File: src/rtl/ssit_pkg.sv
// ssit_pkg: shared types and constants for the short string intern table.
// Holds FNV-1a constants, outcome codes, controller states and the
// command/status structs between controller and datapath. No dependencies.
package ssit_pkg;

	localparam int TABLE_SLOTS_DEF = 4096;
	localparam int MAX_BYTES_DEF   = 16;

	localparam int LEN_W    = 5;   // stored string length
	localparam int HANDLE_W = 12;  // handle field width
	localparam int HASH_W   = 32;
	localparam int INLEN_W  = 16;  // length field width
	localparam int OUT_W    = 3;

	localparam logic [HASH_W-1:0] FNV_BASIS = 32'd2166136261;
	localparam logic [HASH_W-1:0] FNV_PRIME = 32'd16777619;

	typedef enum logic [OUT_W-1:0] {
		OUT_EMPTY     = 3'd0,
		OUT_SINGLE    = 3'd1,
		OUT_HIT       = 3'd2,
		OUT_INSERTED  = 3'd3,
		OUT_TOO_LONG  = 3'd4,
		OUT_COLLISION = 3'd5
	} outcome_t;

	typedef enum logic [2:0] {
		ST_CLEAR,
		ST_IDLE,
		ST_DECIDE,
		ST_HASH,
		ST_MOD,
		ST_READ,
		ST_FIN_SHORT,
		ST_FIN_TABLE
	} state_t;

	typedef struct packed {
		logic     clr_wr;     // clearing pass write
		logic     capture;    // latch input word
		logic     hash_init;  // load basis and byte shifter
		logic     hash_step;  // one FNV-1a round
		logic     mod_step;   // one slot remainder step
		logic     rd_en;      // table read
		logic     tbl_wr;     // fill slot
		logic     load_out;   // load output register
		outcome_t outcome;
	} ssit_cmd_t;

	typedef struct packed {
		logic clr_last;
		logic len_zero;
		logic len_one;
		logic len_long;
		logic hash_last;
		logic mod_last;
		logic slot_used;
		logic slot_match;
	} ssit_sts_t;

endpackage

File: src/rtl/ssit_ctrl.sv
// ssit_ctrl: sequencing state machine for the intern table.
// Drives ssit_cmd_t to the datapath from ssit_sts_t; owns both handshakes.
// Depends on ssit_pkg.
module ssit_ctrl #(
	parameter int TABLE_SLOTS = ssit_pkg::TABLE_SLOTS_DEF
) (
	input  logic                clk,
	input  logic                arst_n,
	input  logic                in_valid,
	output logic                in_stall,
	output logic                out_valid,
	input  logic                out_stall,
	input  ssit_pkg::ssit_sts_t sts,
	output ssit_pkg::ssit_cmd_t cmd
);
	import ssit_pkg::*;

	localparam bit POW2 = ((TABLE_SLOTS & (TABLE_SLOTS - 1)) == 0);

	state_t state_q, state_d;
	logic   out_valid_q;
	logic   out_free;

	assign out_free  = !out_valid_q || !out_stall;
	assign in_stall  = (state_q != ST_IDLE);
	assign out_valid = out_valid_q;

	// next state
	always_comb begin
		state_d = state_q;
		case (state_q)
			ST_CLEAR: begin
				if (sts.clr_last) state_d = ST_IDLE;
			end
			ST_IDLE: begin
				if (in_valid) state_d = ST_DECIDE;
			end
			ST_DECIDE: begin
				if (sts.len_zero || sts.len_one || sts.len_long) state_d = ST_FIN_SHORT;
				else state_d = ST_HASH;
			end
			ST_HASH: begin
				if (sts.hash_last) state_d = POW2 ? ST_READ : ST_MOD;
			end
			ST_MOD: begin
				if (sts.mod_last) state_d = ST_READ;
			end
			ST_READ: begin
				state_d = ST_FIN_TABLE;
			end
			ST_FIN_SHORT, ST_FIN_TABLE: begin
				if (out_free) state_d = ST_IDLE;
			end
			default: state_d = ST_CLEAR;
		endcase
	end

	// command outputs
	always_comb begin
		cmd = '0;
		cmd.outcome = OUT_EMPTY;
		case (state_q)
			ST_CLEAR:  cmd.clr_wr = 1'b1;
			ST_IDLE:   cmd.capture = in_valid;
			ST_DECIDE: cmd.hash_init = 1'b1;
			ST_HASH:   cmd.hash_step = 1'b1;
			ST_MOD:    cmd.mod_step = 1'b1;
			ST_READ:   cmd.rd_en = 1'b1;
			ST_FIN_SHORT: begin
				cmd.load_out = out_free;
				if (sts.len_zero)     cmd.outcome = OUT_EMPTY;
				else if (sts.len_one) cmd.outcome = OUT_SINGLE;
				else                  cmd.outcome = OUT_TOO_LONG;
			end
			ST_FIN_TABLE: begin
				cmd.load_out = out_free;
				if (!sts.slot_used) begin
					cmd.outcome = OUT_INSERTED;
					cmd.tbl_wr  = out_free;
				end else if (sts.slot_match) begin
					cmd.outcome = OUT_HIT;
				end else begin
					cmd.outcome = OUT_COLLISION;
				end
			end
			default: cmd = '0;
		endcase
	end

	always_ff @(posedge clk or negedge arst_n) begin
		if (!arst_n) begin
			state_q     <= ST_CLEAR;
			out_valid_q <= 1'b0;
		end else begin
			state_q <= state_d;
			if (cmd.load_out)     out_valid_q <= 1'b1;
			else if (!out_stall)  out_valid_q <= 1'b0;
		end
	end

`ifndef SYNTHESIS
	// a slot is only ever filled when the read showed it unused
	a_wr_unused: assert property (@(posedge clk) disable iff (!arst_n)
		cmd.tbl_wr |-> (state_q == ST_FIN_TABLE) && !sts.slot_used)
		else $error("table write into a used slot");

	// output register never overwritten while a word is stalled
	a_load_free: assert property (@(posedge clk) disable iff (!arst_n)
		cmd.load_out |-> (!out_valid_q || !out_stall))
		else $error("result overwrote a stalled word");

	// every new result comes from a finish state
	a_rose_load: assert property (@(posedge clk) disable iff (!arst_n)
		$rose(out_valid_q) |-> $past(cmd.load_out))
		else $error("out_valid rose without a load");

	// an accepted word is classified on the next cycle
	a_capture: assert property (@(posedge clk) disable iff (!arst_n)
		cmd.capture |=> (state_q == ST_DECIDE))
		else $error("captured word not classified");
`endif

endmodule

File: config.mk
export PLATFORM = sky130hd
export DESIGN_NAME = ssit_ctrl
export DESIGN_NICKNAME = d
export VERILOG_FILES = /design/src/rtl/ssit_pkg.sv /design/src/rtl/ssit_ctrl.sv
export SDC_FILE = /design/constraint.sdc
export NUM_CORES = 1
export LEC_CHECK = 0
export ABC_AREA = 0
export BUFFER_PORTS_ARGS = -buffer_cell sky130_fd_sc_hd__buf_2
export CAP_MARGIN = 20
export CORE_AREA = 2 2 39 41
export CTS_BUF_LIST = sky130_fd_sc_hd__clkbuf_4
export DETAILED_ROUTE_END_ITERATION = 10
export DIE_AREA = 0 0 41 43
export PLACE_DENSITY = 0.7
export SLEW_MARGIN = 20
export SYNTH_ARGS = -nofsm -noshare
export SYNTH_HDL_FRONTEND = slang
export SYNTH_SLANG_ARGS = --single-unit
File: constraint.sdc
create_clock -name clk -period 2.02 [get_ports clk]
set_clock_uncertainty 0.2 [all_clocks]
set_input_delay 0.404 -clock clk [delete_from_list [all_inputs] [get_ports clk]]
set_output_delay 0.404 -clock clk [all_outputs]
set_load 0.02 [all_outputs]
Word-level counts from Yosys, hierarchy flattened
Index checks and enable logic that the tools add are counted.

storage, ports and cells
  logic and storage cells = 46
  register bits after elaboration = 4

operators by class
  equality and inequality tests = 14
  multiplexer cells = 22
  reductions and logical operators = 8

operator list
  operator                                       count
  2-to-1 mux 3 bit                               10
  case mux 3 bit (7 select lines)                1
  == test 3 bit, second input constant           4
  2-to-1 mux 1 bit                               10
  != test 2 bit, second input constant           5
  case mux 4 bit (2 select lines)                1
  == test 3 x 2 -> 1 bit, second input constant  2
  AND reduction 5 bit                            1
  == test 3 x 1 -> 1 bit, second input constant  1
  zero test 3 bit                                1
  logical OR 1 bit                               3
  != test 3 x 1 -> 1 bit, second input constant  1
  zero test 1 bit                                2
  != test 2 x 1 -> 1 bit, second input constant  1
  OR reduction 2 bit                             1

Longest topological paths before layout
  depth after elaboration = 4
  depth in mapped cells = 4

Worst setup path after synthesis
OpenSTA, ideal clock, no wires.

  kind = register to output
  start point = register state_q[2]
  end point = output port cmd[4] in the netlist's numbering
  data required time = 1.416 ns
  cell stages (with the launch flop) = 5
  arrival time = 1.215 ns
  buffers on the path = 1
  path slack = 0.201 ns
  path through = dfrtp_1 -> buf_6 -> nand2_4 -> a21oi_2 -> nor3b_2

RTL lines
  element                 line             RTL
  start, declared         ssit_ctrl.sv:20  state_t state_q, state_d;
  start signal, assigned  ssit_ctrl.sv:95  state_q <= state_d;
  end, declared           ssit_ctrl.sv:14  output ssit_pkg::ssit_cmd_t cmd

==> impl_metrics.toml <==
[floorplanning]
die_h_um = 43
die_area_um2 = 1760
pin_count = 25
start_util = 0.280
core-area_um2 = 1380
rows = 14
die_w_um = 41

[detailed_routing]
postRouteAntennaNets = 0
drt-initial-drc-count = 6
drt_first_pass_iters = 2
drc = 0
routed_wl_um = 1060
via_per_inst = 4.85
routedWlPerCell_um = 12.1
wl_met3_um = 65
wl_met2_um = 515
maxUsedRoutingLayer = "met3"
dr_total_vias = 427
drt-met1-wl_um = 480

[min_path]
min-delay-start = "out_stall"
hold_class = "in2reg"

[worst_setup_path]
worst-path-max-fanout = 8
critPathLaunch = "state_q[0]$_DFFE_PN0P_"
regToRegSetupSlack_ns = 0.50
worstSetupEndpointType = "output pin"
timing.rr.start = "state_q[2]$_DFFE_PN0P_"
critPathLaunchType = "register"
r2r_cells = 4
arrival_ns = 1.37
crit_end = "cmd[2]"
criticalPathCategory = "reg2out"
r2r_end = "state_q[0]$_DFFE_PN0P_"
worst_ep_required_time_ns = 1.42

[layout]
drive_above_1_share = 0.583
multi_input_area_um2 = 256
layout_commonest_cell = "buf_2"
syn2layout_area_growth_pct = 46.8
seq_area_um2 = 103
fin_util = 0.411
finalNetCount = 86
diodes = 0
layout_common_cells = "buf_2, inv_1, nor2_1, clkbuf_4, buf_4"
nFillCells = 149

[yosys]
synth_mux_area_frac = 0
yosysSeqAreaShare = 0.258
synth_area_um2 = 388
synth_compound_area_frac = 0.255
synth_top_family_by_area = "simple AND/OR/NAND/NOR gates"
ys_warn_count = 0
syn_inst = 44
yosys.area_share.simple = 0.387
synth_xor_area_frac = 0
avgSynthCellArea_um2 = 8.82
synth_cell_types = 29
ys_ff_latch = 4
synth_fp_nets = 56
synthAdderAreaFrac = 0

[cts]
ctsLongestPathBuffers = 2
htreeDepth = 1
clkSinkCount = 4
clk_pin_slew_ns = 0.04
cts_setup_buffers = 0
cts.root.buffer_cell = "clkbuf_4"
numCtsBuffers = 3
worstSkewPairLatency_ns = 0.24
cts_tree = "yes"

[place]
gp_congestion = 0.719
hpwl_um = 832
port-buffer-count = 24

[global_route]
grt_pass1_wl_um = 1670
grt_max_degree = 12
grt_overflow = 0
antenna_found_initial = 0
grt_use_total = 0.139
grt_pass1_vias = 406

[power]
power.density_nw_per_um2 = 1510
p_leak_uw = 0.000291
ir_worst_vdd_uv = 395

[sta]
setup_viol = 0
worst_pin_slew_ns = 0.416
max_freq_mhz = 507
drv_slew = 0
final.min_clock_period_ns = 1.97
post-route-period-util = 0.977
tns_ns = 0
finalHoldViolCount = 0
rsz0062_at_grt = "no"
maxSlewHeadroom = 0.722

[run]
maxCapViolCount = 0

[outcome]
status = "finished clean"
## how the worst min path moves through the flow
stage | end | slack, ns | cells past startpoint
global route | out_valid$_DFFE_PN0P_ | 0.28 | 3
floorplan | out_valid$_DFFE_PN0P_ | -0.09 | 0
global placement | state_q[0]$_DFFE_PN0P_ | 0.01 | 1
CTS | out_valid$_DFFE_PN0P_ | 0.25 | 3
detailed placement | state_q[1]$_DFFE_PN0P_ | 0.01 | 1
finish | out_valid$_DFFE_PN0P_ | 0.26 | 3
## logic make-up (layout without fill, tap and decap cells)
logic type,count (synthesis),in the layout
simple gates,21,21
compound gates,12,12
buf+inv,7,35
flops,4,4
## cells in the mapped netlist
master / number / area [um^2]
a21oi_2: 1 / 8.76
a311oi_1: 1 / 8.76
nand2_4: 1 / 11.3
a21boi_4: 1 / 18.8
nor3_1: 3 / 15.0
and2_1: 2 / 12.5
a21oi_1: 2 / 10.0
a2111oi_1: 1 / 10.0
inv_2: 1 / 3.75
nor3_2: 1 / 10.0
buf_2: 1 / 5.00
nor4_2: 1 / 12.5
inv_1: 3 / 11.3
nor3b_2: 1 / 12.5
a21o_1: 1 / 7.51
nor2b_1: 2 / 12.5
buf_6: 1 / 11.3
nor4b_2: 1 / 15.0
and3b_1: 1 / 8.76
o2bb2ai_1: 1 / 8.76
nor3b_1: 2 / 15.0
nand2_1: 2 / 7.51
nand2b_1: 1 / 6.26
dfrtp_1: 4 / 100
buf_4: 1 / 7.51
a31oi_1: 1 / 6.26
a211oi_1: 2 / 15.0
o21ai_0: 1 / 5.00
nor2_1: 3 / 11.3
## per-layer routing
metal | vias to the layer above | track usage
met5 | - | 0
met4 | 0 | 0.0600
met3 | 0 | 0.0314
met2 | 16 | 0.219
met1 | 193 | 0.174
li1 | 218 | -
## sequential cells by signal, indices dropped and copies added, names as in the netlist
register / cells
out_valid: 1
state_q: 3
## power breakdown
| part | internal [uW] | switching, uW |
|---|---|---|
| registers | 123 | 76.7 |
| logic | 238 | 319 |
| clock network | 66.7 | 36.6 |
| total | 428 | 432 |
## final cells by class
cell class	count	area share
timing repair buffer	28	0.268
sequential	4	0.180
clock buffer	3	0.0396
multi-input combinational	33	0.451
tap	16	0.0352
inverter	4	0.0264
## critical path, cell delays in order (launching register included)
cell and delay (ns):
dfrtp_2 0.45, buf_4 0.18, nor3_2 0.19, a31oi_1 0.06, nor2_1 0.08, buf_2 0.16
## per-stage QoR
stage | cells | cell area (um^2) | setup slack (ns) | hold WS, ns | power (uW)
finish | 88 | 569 | 0.0473 | 0.259 | 860
global route | 88 | 569 | 0.0214 | 0.279 | 922
CTS | 88 | 564 | 0.0174 | 0.254 | 861
detailed placement | 84 | 527 | 0.238 | 0.0137 | 741
global placement | 84 | 527 | 0.305 | 0.0141 | 728
floorplan | 44 | 388 | 0.201 | -0.0916 | 586
## timing repair
item / in CTS / in global routing
endpoints found under the setup margin: 2 / 1
gates cloned: 0 / 0
hold endpoints to repair: 4 / 0
pin swaps: 0 / 0
gates resized for setup: 3 / 1
hold buffers: 1 / 0
No activity file was read; power rests on OpenSTA's default activity.
